<file path="src/rtl/dvc_pkg.sv">
// Shared types, constants and helpers for the distinct value counter.
// Used by dvc_cell, dvc_tally and distinct_value_counter_unit; no dependencies.
`default_nettype none

package dvc_pkg;

   localparam int CAPACITY   = 1024;
   localparam int VALUE_W    = 64;
   localparam int COUNT_W    = 11;
   localparam int BYTES_W    = 4;
   localparam int CSR_DATA_W = 32;
   localparam int CSR_ADDR_W = 2;

   localparam logic [CSR_ADDR_W-1:0] REG_ITEM_BYTES   = 2'd0;
   localparam logic [BYTES_W-1:0]    ITEM_BYTES_RESET = 4'd8;

   typedef enum logic [0:0] {
      OP_ADD   = 1'b0,
      OP_CLEAR = 1'b1
   } op_type;

   typedef struct packed {
      op_type               operation;
      logic [VALUE_W-1:0]   value;
      logic                 value_is_null;
   } req_word_type;

   typedef struct packed {
      logic [COUNT_W-1:0]   distinct_count;
      logic                 was_new;
      logic                 overflow;
   } rsp_word_type;

   // search token handed from cell to cell
   typedef struct packed {
      logic                 valid;
      logic                 clear;
      logic                 is_null;
      logic [VALUE_W-1:0]   key;
      logic                 found;
      logic                 placed;
   } token_type;

   // byte mask for the configured width; 0 acts as 1, above 8 acts as 8
   function automatic logic [VALUE_W-1:0] width_mask(input logic [BYTES_W-1:0] bytes);
      logic [BYTES_W-1:0] eff;
      logic [VALUE_W-1:0] m;
      if (bytes == 4'd0) begin
         eff = 4'd1;
      end else if (bytes > 4'd8) begin
         eff = 4'd8;
      end else begin
         eff = bytes;
      end
      for (int i = 0; i < 8; i++) begin
         m[8*i +: 8] = (BYTES_W'(i) < eff) ? 8'hFF : 8'h00;
      end
      return m;
   endfunction

endpackage

`default_nettype wire

</file>
<file path="src/rtl/dvc_tally.sv">
// Result stage: takes tokens leaving the cell row in order, keeps the
// distinct count and overflow flag, drives the result word. Uses dvc_pkg.
`default_nettype none

module dvc_tally #(
   parameter int CAPACITY = dvc_pkg::CAPACITY
) (
   input  wire                   clock,
   input  wire                   reset,
   input  dvc_pkg::token_type    tok_in,
   output logic                  rsp_strobe,
   output dvc_pkg::rsp_word_type rsp_word
);

   localparam int CNT_W = $clog2(CAPACITY + 1);
   localparam int OUT_W = dvc_pkg::COUNT_W;

   logic [CNT_W-1:0]      count_ff;
   logic [CNT_W-1:0]      count_in;
   logic                  ovf_ff;
   logic                  ovf_in;
   logic                  was_new;
   logic                  strobe_ff;
   dvc_pkg::rsp_word_type word_ff;
   dvc_pkg::rsp_word_type word_in;

   always_comb begin
      count_in = count_ff;
      ovf_in   = ovf_ff;
      was_new  = 1'b0;
      if (tok_in.valid) begin
         if (tok_in.clear) begin
            count_in = '0;
            ovf_in   = 1'b0;
         end else if (!tok_in.is_null) begin
            if (tok_in.placed) begin
               count_in = count_ff + CNT_W'(1);
               was_new  = 1'b1;
            end else if (!tok_in.found) begin
               ovf_in = 1'b1;
            end
         end
      end
      word_in.distinct_count = OUT_W'(count_in);
      word_in.was_new        = was_new;
      word_in.overflow       = ovf_in;
   end

   always_ff @(posedge clock) begin
      if (reset) begin
         count_ff  <= '0;
         ovf_ff    <= 1'b0;
         strobe_ff <= 1'b0;
      end else begin
         count_ff  <= count_in;
         ovf_ff    <= ovf_in;
         strobe_ff <= tok_in.valid;
      end
   end

   always_ff @(posedge clock) begin
      word_ff <= word_in;
   end

   assign rsp_strobe = strobe_ff;
   assign rsp_word   = word_ff;

endmodule

`default_nettype wire

</file>
<file path="config.mk">
export PLATFORM = sky130hd
export DESIGN_NAME = dvc_tally
export DESIGN_NICKNAME = d
export VERILOG_FILES = /design/src/rtl/dvc_pkg.sv /design/src/rtl/dvc_tally.sv
export SDC_FILE = /design/constraint.sdc
export NUM_CORES = 1
export LEC_CHECK = 0
export BUFFER_PORTS_ARGS = -buffer_cell sky130_fd_sc_hd__buf_2
export CORE_UTILIZATION = 37
export DETAILED_ROUTE_END_ITERATION = 10
export GPL_ROUTABILITY_DRIVEN = 0
export GPL_TIMING_DRIVEN = 0
export HOLD_SLACK_MARGIN = 0.05
export MAX_ROUTING_LAYER = met4
export PLACE_DENSITY = 0.87
export SLEW_MARGIN = 10
export SYNTH_ARGS = -nofsm -noshare
export SYNTH_HDL_FRONTEND = slang
export SYNTH_SLANG_ARGS = --single-unit
</file>
<file path="constraint.sdc">
create_clock -name clock -period 2 [get_ports clock]
set_input_delay 0.1 -clock clock [delete_from_list [all_inputs] [get_ports clock]]
set_output_delay 0.1 -clock clock [all_outputs]
set_load 0.05 [all_outputs]
</file>
Word level (Yosys, flattened, before mapping)
Cells that the tools add are included.

cells by class
  muxes and demuxes = 10
  $add $sub $neg = 1
  bitwise logic cells = 1
  reductions and logical operators = 1

operator list
  cell                     count
  $mux W11                 4
  $add A11 B1 Y11 const B  1
  $mux W1                  6
  $reduce_or A3 Y1         1
  $not A1 Y1               1

word-level totals
  word-level logic and storage cells = 19
  output and inout bits = 14
  register bits = 26

Logic depth before layout (Yosys ltp)
Gate-level depths: netlist of run 1.

  depth after elaboration = 5
  gate-level depth with buffers = 5

Worst setup path after synthesis of run 1
No wires, ideal clock.

  kind = flip-flop to flip-flop
  start point = reg count_ff[0]
  end point = reg word_ff (netlist bit rsp_word[8])
  buffers on the path = 0
  setup slack = 0.601 ns
  arrival = 1.328 ns
  library setup time = 0.071 ns
  cell stages (with the launch flop) = 5
  cells stage by stage = dfxtp_1 > ha_1 > nand4b_4 > or4_1 > a21oi_1

on the way
  longest elaborated chain between the ends = 5

ends and longest elaborated chain
  what                    line             source
  start, declared         dvc_tally.sv:18  logic [CNT_W-1:0] count_ff;
  start signal, assigned  dvc_tally.sv:55  count_ff <= count_in;
  $add A11 B1 Y11         dvc_tally.sv:37  count_in = count_ff + CNT_W'(1);
  $mux W11                dvc_tally.sv:36  if (tok_in.placed) begin
  $mux W11                dvc_tally.sv:35  end else if (!tok_in.is_null) begin
  $mux W11                dvc_tally.sv:32  if (tok_in.clear) begin
  $mux W11                dvc_tally.sv:31  if (tok_in.valid) begin
  net count_in[6]         dvc_tally.sv:19  logic [CNT_W-1:0] count_in;
  end signal, assigned    dvc_tally.sv:62  word_ff <= word_in;
  end, declared           dvc_tally.sv:24  dvc_pkg::rsp_word_type word_ff;

The timed path passes the listed nets, and every way through them passes these cells.
A chain may end at the register's enable or synchronous reset.

Worst setup path after layout of run 1
  start point = reg count_ff[0]
  end point = reg count_ff[8]

on the way
  longest elaborated chain between the ends = 5

ends and longest elaborated chain
  what             line
  $add A11 B1 Y11  dvc_tally.sv:37
  $mux W11         dvc_tally.sv:36
  $mux W11         dvc_tally.sv:35
  $mux W11         dvc_tally.sv:32
  $mux W11         dvc_tally.sv:31

No other way between the ends.

==> impl_metrics.toml, run 1 <==
[power_and_ir_drop]
leakagePower_nw = 0.487
p_sw_frac = 0.217
seqPwrFrac = 0.630
power.total_mw = 0.834
peakVddDrop_mv = 0.526
switchingPower_mw = 0.181
clkPwrFrac = 0.300
power.density_nw_per_um2 = 714
combinationalPowerShare = 0.070
p_int_mw = 0.654

[run]
maxCapViolCount = 0

[sta]
hold_viol = 0
clock_skew_ns = 0.000776
drv_slew = 0
rsz0062_at_grt = "false"
slew_headroom = 0.680
tns_ns = 0
period_share = 0.786
timing.fmax_ghz = 0.636
tightest_slew_ns = 0.481
finalSetupViolCount = 0
min_period_ns = 1.57

[detailed_routing]
routed_wl_mm = 1.91
vias_per_cell = 5.35
drtPass1Iterations = 5
wire_per_inst_um = 12.6
initialDrtViolationCount = 23
vias = 808
antenna_left = 0
drc = 0

[hold_path]
min_path_type = "input pin to register"
holdPathStages = 2

[logic_synthesis]
synth_edf_count = 0
synth.area.top_cells = "dfxtp_1, a21oi_1, mux2i_1"
syn_inst = 96
yosysWarnings = 0
async_flop_share = 0
synth_area_leader_cell = "dfxtp_1"
synth-main-ff-cell = "dfxtp_1"
ys_seq_area_frac = 0.531
synth.top_cell.area_share = 0.531
syn_area_um2 = 980
syn_nets = 168
ys_ff_latch = 26
netlist-cell-type-count = 31
syn_avg_cell_area_um2 = 10.2

[setup_path]
max_stage_delay_ns = 0.53
crit_path_top_delay_cell = "or4_1"
r2r.worst_path.cells = 4
path_class = "register to register"
critical_path_peak_fanout = 8
worstSetupEndpointType = "register"
worstPathArrival_ns = 1.81
crit_chain = "ha_1 > nand4b_4 > or4_1 > a21oi_1"
cp.required_ns = 2.24
cp-start-kind = "register"

[floorplanning]
fp.dieH_um = 53.5
ios = 85
core_area_um2 = 2500
die-area_um2 = 2860
rows = 18
start_util = 0.392
die_w_um = 53.5

[clock_tree]
cts_tree = "done"
cts_resized = 0
ctsHtreeMaxLevel = 1
numClockSinks = 26
cts_buffer_depth = 2
numCtsBuffers = 3
worstSkewPairLatency_ns = 0.31
clkTransAtPathRegs_ns = 0.13
cts_root_buf = "clkbuf_4"

[global_routing]
grt_overflow_total = 0
track_usage = 0.160
first_global_vias = 743
antenna_found_initial = 0
grt_pass1_wl_mm = 3.19
use_met2 = 0.271
use_met3 = 0.0172
grt_max_degree = 15
top_usage_layer = "met2"
grt_use_met1 = 0.184

[place]
port_buffers = 19
dpl.hpwl_mm = 1.36

[cells_and_area]
most-common-layout-cells = "dfxtp_1, buf_2, a21oi_1, nor2_1, nand2_1"
area_delta_synth_final_pct = 19.3
antenna_cells = 0
drive_above_1_share = 0.248
final_nets = 194
layout_commonest_cell = "dfxtp_1"

[run_status]
status = "complete, no violations"
final cells by class:
| class | count | area, µm² |
|---|---|---|
| plain buffers | 3 | 15.0 |
| clock buffers | 4 | 36.3 |
| fillers | 239 | 1330 |
| inverters | 2 | 7.51 |
| multi-input cells | 65 | 437 |
| flip-flops and latches | 26 | 520 |
| well taps | 30 | 37.5 |
| repair buffers | 21 | 115 |
what timing repair did:
| action | CTS | global route |
|---|---|---|
| hold buffers | 2 | 0 |
| buffers inserted | 0 | 0 |
| hold endpoints to repair | 3 | 0 |
worst paths after layout:
kind	start	end	slack, ns
min reg2reg	ovf_ff$_SDFF_PP0_	rsp_word[0]$_DFF_P_	0.48
max	count_ff[0]$_SDFF_PP0_	count_ff[8]$_SDFF_PP0_	0.43
min	tok_in[68]	rsp_strobe$_SDFF_PP0_	0.08
max reg2reg	count_ff[0]$_SDFF_PP0_	count_ff[8]$_SDFF_PP0_	0.43
power by group through the flow:
stage / sequential, mW / clock, mW / combinational, mW
global route: 0.527 / 0.285 / 0.0624
CTS: 0.526 / 0.260 / 0.0584
detailed placement: 0.537 / 0 / 0.0550
floorplan: 0.551 / 0 / 0.0224
global placement: 0.537 / 0 / 0.0530
finish: 0.525 / 0.250 / 0.0583
Yosys cell counts, types with 2 or more instances:
library cell	n
a21oi_1	15
clkbuf_1	2
dfxtp_1	26
inv_1	2
mux2i_1	3
nand2_1	6
nand2b_1	3
nand3_1	3
nor2_1	7
nor2b_1	2
o21ai_0	2
o31ai_1	3
o41ai_1	2
or4_1	2
xor2_1	2
metrics by stage:
| stage | area [µm²] | hold slack [ns] | instances | worst slack (ns) | utilization |
|---|---|---|---|---|---|
| 2_1_floorplan | 980 | 0.172 | 96 | 0.601 | - |
| 3_3_place_gp | 1110 | 0.298 | 145 | 0.520 | 0.445 |
| 3_5_place_dp | 1110 | 0.301 | 145 | 0.469 | 0.445 |
| 4_1_cts | 1170 | 0.0709 | 151 | 0.438 | 0.467 |
| 5_1_grt | 1170 | 0.0669 | 151 | 0.284 | 0.467 |
| 6_report | 1170 | 0.0762 | 151 | 0.427 | 0.467 |
sequential cells by signal, summed over array words and instances, names as in the netlist:
signal / count
rsp_strobe: 1
rsp_word: 13
ovf_ff: 1
count_ff: 11
per-layer routing:
metal / vias to the layer above / wire, µm
li1: 400 / -
met2: 28 / 981
met5: - / 0
met4: 0 / 14
met3: 2 / 94
met1: 378 / 815
kinds of logic (layout without fill, tap and decap cells):
group	Yosys count	after routing	synth area share
DFF	26	26	0.531
AOI/OAI and AO/OA	23	23	0.135
muxes	3	3	0.0307
and+or+nand+nor	36	36	0.249
buffers and inverters	5	30	0.0230
adders and majority gates	1	1	0.0128
xor gates and xnor gates	2	2	0.0179
worst max-delay path: cells and delay by family (launching register included):
kind,cells,cell delay (ns)
simple gates,2,0.71
compound gates,1,0.17
fa+ha+maj,1,0.21
flops,1,0.42
(Power assumes the default switching activity.)
==> run 2, diff against run 1 <==
==> constraint.sdc (replaced) <==
create_clock -name clock -period 1.5 [get_ports clock]
set_input_delay 0.075 -clock clock [delete_from_list [all_inputs] [get_ports clock]]
set_output_delay 0.075 -clock clock [all_outputs]
set_load 0.05 [all_outputs]
==> run 2 against run 1 <==
  * Setup slack got worse by 0.40 ns
  * Wire length rose by 9.2%
  * Clock power up 36%
  * Power increased by 35%
  * Sequential power grew 34%
  * Hold slack got worse by 0.00053 ns
  * Core utilization rose by 3.2 points
  * Combinational power up 45%
  * Clock skew about the same
  * Cell area rose by 6.7%
  * Fmax rose by 7.1%
  * Critical path depth unchanged
  * Largest power group unchanged
==> impl_metrics.toml, run 2 (synthesis results as in run 1) <==
[run_status]
status = "complete, no violations"

[floorplanning]
fp.dieH_um = 53.5
core_area_um2 = 2500
ios = 85
start_util = 0.392
die-area_um2 = 2860
die_w_um = 53.5
rows = 18

[sta]
finalSetupViolCount = 0
drv_slew = 0
timing.fmax_ghz = 0.681
hold_viol = 0
rsz0062_at_grt = "true"
tightest_slew_ns = 0.537
clock_skew_ns = 0.000534
whs_ns = 0.0757
slew_headroom = 0.642
min_period_ns = 1.47
period_share = 0.979
tns_ns = 0

[setup_path]
crit_path_top_delay_cell = "or4_4"
worstSetupEndpointType = "register"
path_class = "register to register"
crit_chain = "ha_4 > nand4b_4 > or4_4 > a21oi_2"
worstPathArrival_ns = 1.72
max_stage_delay_ns = 0.58
critical_path_peak_fanout = 8
cp.required_ns = 1.75
cp-start-kind = "register"
cp_num_buf_inv = 0
critical_path.top_delay_family = "simple AND/OR/NAND/NOR gates"

[power_and_ir_drop]
power.density_nw_per_um2 = 902
peakVddDrop_mv = 0.709
leakagePower_nw = 0.499
switchingPower_mw = 0.250
p_int_mw = 0.875
p_sw_frac = 0.222
clkPwrFrac = 0.302
combinationalPowerShare = 0.075
seqPwrFrac = 0.623

[detailed_routing]
vias = 838
wire_per_inst_um = 13.4
drc = 0
antenna_left = 0
routed_wl_mm = 2.08
initialDrtViolationCount = 20
drtPass1Iterations = 5
vias_per_cell = 5.41

[cells_and_area]
final_nets = 198
area_delta_synth_final_pct = 27.3
largest_register_ffs = 13
final_cells = 155
layout_commonest_cell = "dfxtp_1"
most-common-layout-cells = "dfxtp_1, buf_2, a21oi_1, nor2_1, nand2_1"
drive_above_1_share = 0.344
antenna_cells = 0
fillers = 232

[global_routing]
grt_pass1_wl_mm = 3.21
antenna_found_initial = 0
grt_overflow_total = 0
track_usage = 0.160
first_global_vias = 750
grt_max_degree = 15

[hold_path]
min_path_type = "input pin to register"

[run]
maxCapViolCount = 0

[clock_tree]
cts_buffer_depth = 2
cts_root_buf = "clkbuf_4"
cts_tree = "done"
ctsHtreeMaxLevel = 1
numClockSinks = 26
numCtsBuffers = 3
clkTransAtPathRegs_ns = 0.13
worstSkewPairLatency_ns = 0.31

[place]
dp_cells = 145
dpl.hpwl_mm = 1.36
port_buffers = 19
-- run 2: cell count changes in the layout (fill, tap and decap cells not counted), moves of 2 or more --
cell     change
buf_4        +3
a21oi_1      -3
or4_1        -2
dfxtp_1      -2
a21oi_2      +3
dfxtp_2      +2
or4_4        +2
-- run 2: worst register-to-register path, cell delays in order (launching register included) --
cell and delay, ns:
dfxtp_2 0.38, ha_4 0.15, nand4b_4 0.16, or4_4 0.58, a21oi_2 0.15
-- run 2: final cells by class --
type                            instances  area [µm²]  share of cell area
Timing Repair Buffer                   25         148               0.118
Tap cell                               30        37.5              0.0301
Inverter                                2        7.51             0.00602
Sequential cell                        26         523               0.419
Multi-Input combinational cell         65         480               0.385
Buffer                                  3        15.0              0.0120
Clock buffer                            4        36.3              0.0291
-- run 2: timing repair --
action | 4_1_cts | 5_1_grt
gates resized for setup | 2 | 9
pin swaps | 0 | 3
endpoints found under the setup margin | 4 | 8
hold endpoints to repair | 3 | 0
setup buffers | 1 | 2
hold buffers | 3 | 0
-- run 2: per-layer routing --
| layer | vias to the layer above | global-route usage | wire length [µm] |
|---|---|---|---|
| li1 | 411 | - | - |
| met1 | 401 | 0.184 | 867 |
| met2 | 21 | 0.273 | 1090 |
| met3 | 5 | 0.0172 | 84 |
| met4 | 0 | 0.0789 | 39 |
| met5 | - | - | 0 |
-- run 2: power groups by stage --
stage          registers [mW]  clock network, mW  logic (mW)
2_1_floorplan           0.735                  0      0.0299
3_3_place_gp            0.716                  0      0.0707
3_5_place_dp            0.716                  0      0.0733
4_1_cts                 0.700              0.346      0.0820
5_1_grt                 0.702              0.382      0.0909
6_report                0.701              0.340      0.0846
-- run 2: metrics by stage --
stage                     setup WS (ns)  utilization  area [µm²]  total power [mW]
after floorplan                   0.101            -         980             0.765
after global placement           0.0203        0.445        1110             0.786
after detailed placement        -0.0312        0.445        1110             0.789
after CTS                        0.0130        0.475        1190              1.13
after global routing            -0.0382        0.499        1250              1.18
final                            0.0318        0.499        1250              1.12
-- run 2: worst paths after layout --
check,end,cells past startpoint,slack (ns),start
setup / recovery,rsp_word[8]$_DFF_P_,4,0.03,count_ff[0]$_SDFF_PP0_
hold / removal,rsp_word[0]$_DFF_P_,3,0.08,tok_in[1]
setup reg to reg,rsp_word[8]$_DFF_P_,4,0.03,count_ff[0]$_SDFF_PP0_
hold reg to reg,count_ff[9]$_SDFF_PP0_,2,0.48,count_ff[9]$_SDFF_PP0_
==> run 3, diff against run 2 <==
--- a/config.mk
+++ b/config.mk
@@ -12,7 +12,7 @@
 export GPL_TIMING_DRIVEN = 0
 export HOLD_SLACK_MARGIN = 0.05
 export MAX_ROUTING_LAYER = met4
-export PLACE_DENSITY = 0.87
+export PLACE_DENSITY_LB_ADDON = 0.25
 export SLEW_MARGIN = 10
 export SYNTH_ARGS = -nofsm -noshare
 export SYNTH_HDL_FRONTEND = slang
==> run 3 against run 2 <==
  * Sequential share of layout area increased by 0.68 points
  * First-iteration DRC count shrank 20%
  * Critical endpoint is now rsp_word[10]$_DFF_P_
  * Clock power rose by 1%
  * Critical path depth stayed put
  * Cell count did not move
  * Clock skew is 0.0040 ns higher
  * Core utilization is 0.80 points lower
==> impl_metrics.toml, run 3 (synthesis results as in run 1) <==
[run_status]
status = "complete, no violations"

[detailed_routing]
vias_per_cell = 5.22
routed_wl_mm = 1.91
initialDrtViolationCount = 16
antenna_left = 0
wire_per_inst_um = 12.3
vias = 809
drc = 0
drtPass1Iterations = 4

[clock_tree]
cts_buffer_depth = 2
worstSkewPairLatency_ns = 0.32
cts_tree = "done"
cts_root_buf = "clkbuf_4"
numClockSinks = 26
numCtsBuffers = 3
clkTransAtPathRegs_ns = 0.13
ctsHtreeMaxLevel = 1

[sta]
clock_skew_ns = 0.00457
rsz0062_at_grt = "true"
whs_ns = 0.0630
slew_headroom = 0.662
drv_slew = 0
finalSetupViolCount = 0
min_period_ns = 1.46
tightest_slew_ns = 0.507
hold_viol = 0
period_share = 0.974
timing.fmax_ghz = 0.685

[setup_path]
cp.required_ns = 1.75
worstSetupEndpointType = "register"
cp-start-kind = "register"
r2r_slack_ns = 0.04
cp-endpoint = "rsp_word[10]$_DFF_P_"
r2r-start = "count_ff[1]$_SDFF_PP0_"
r2r-end = "rsp_word[10]$_DFF_P_"
path_class = "register to register"
crit_start = "count_ff[1]$_SDFF_PP0_"
critical_path_peak_fanout = 7
r2r.worst_path.cells = 4
worstPathArrival_ns = 1.71

[global_routing]
antenna_found_initial = 0
grt_max_degree = 15
first_global_vias = 698
track_usage = 0.150
grt_overflow_total = 0
grt_pass1_wl_mm = 2.97

[floorplanning]
fp.dieH_um = 53.5
rows = 18
die_w_um = 53.5
start_util = 0.392
die-area_um2 = 2860
core_area_um2 = 2500
ios = 85

[cells_and_area]
most-common-layout-cells = "dfxtp_1, buf_2, a21oi_1, nor2_1, nand2_1"
antenna_cells = 0
final_nets = 198
largest_register_ffs = 13
area_delta_synth_final_pct = 25.3
drive_above_1_share = 0.336
utilization = 0.491
layout_commonest_cell = "dfxtp_1"

[power_and_ir_drop]
p_sw_frac = 0.223
switchingPower_mw = 0.250
clkPwrFrac = 0.306
p_int_mw = 0.873
peakVddDrop_mv = 0.670
power.density_nw_per_um2 = 915
combinationalPowerShare = 0.071
seqPwrFrac = 0.623
power.total_mw = 1.12
leakagePower_nw = 0.497

[hold_path]
min_path_type = "input pin to register"

[place]
port_buffers = 19
dpl.hpwl_mm = 1.30

[run]
maxCapViolCount = 0
-- run 3: cell types whose count changed in the layout (fill, tap and decap cells not counted), sizes merged --
cell	delta
buf	+1
dlygate4sd3	-1
-- run 3: area by class of cell --
type	instances	area [µm²]
clock buffer	4	36.3
tap	30	37.5
inverter	2	7.51
timing repair buffer	25	145
sequential	26	523
fill	244	1270
buffer	3	15.0
multi-input combinational	65	463
-- run 3: per-stage QoR --
| step | cells | setup WS (ns) | TNS, ns | instance area [µm²] |
|---|---|---|---|---|
| 3_5_place_dp | 145 | -0.0132 | -0.0249 | 1110 |
| 6_report | 155 | 0.0395 | 0 | 1230 |
| 5_1_grt | 155 | -0.0290 | -0.0441 | 1230 |
| 2_1_floorplan | 96 | 0.101 | 0 | 980 |
| 4_1_cts | 152 | 0.00215 | 0 | 1180 |
| 3_3_place_gp | 145 | -0.0000177 | -0.0000177 | 1110 |
-- run 3: worst max-delay path: stages (launching register included) --
cell	delay, ns
dfxtp_2	0.38
ha_2	0.19
nand4b_4	0.15
or4_4	0.52
a21oi_1	0.15
-- run 3: worst min-delay path by stage --
| stage | start | endpoint | cells past startpoint | slack, ns |
|---|---|---|---|---|
| after floorplan | reset | ovf_ff$_SDFF_PP0_ | 1 | 0.15 |
| after global placement | reset | ovf_ff$_SDFF_PP0_ | 2 | 0.28 |
| after detailed placement | tok_in[67] | rsp_word[1]$_SDFF_PP0_ | 2 | 0.28 |
| after CTS | tok_in[68] | rsp_strobe$_SDFF_PP0_ | 2 | 0.06 |
| after global routing | tok_in[68] | rsp_strobe$_SDFF_PP0_ | 2 | 0.06 |
| final | tok_in[68] | rsp_strobe$_SDFF_PP0_ | 2 | 0.06 |
-- run 3: what timing repair did --
item / 4_1_cts / 5_1_grt
setup buffers: 1 / 3
hold buffers: 2 / 0
pin swaps: 0 / 1
resized for setup: 2 / 6
setup endpoints to repair: 5 / 7
hold endpoints to repair: 3 / 0
-- run 3: power groups by stage --
stage | combinational (mW) | clock (mW) | sequential, mW
floorplan | 0.0299 | 0 | 0.735
global placement | 0.0727 | 0 | 0.716
detailed placement | 0.0743 | 0 | 0.716
CTS | 0.0804 | 0.358 | 0.700
global route | 0.0860 | 0.375 | 0.701
finish | 0.0799 | 0.344 | 0.700
-- run 3: metal layers --
metal  global-route usage  wire length, µm  up-vias  share of wire
li1                     -                -      406              -
met1                0.178              856      373           0.45
met2                0.242              931       25           0.49
met3               0.0345               88        5          0.046
met4               0.0658               32        0          0.017
met5                    -                0        -              0
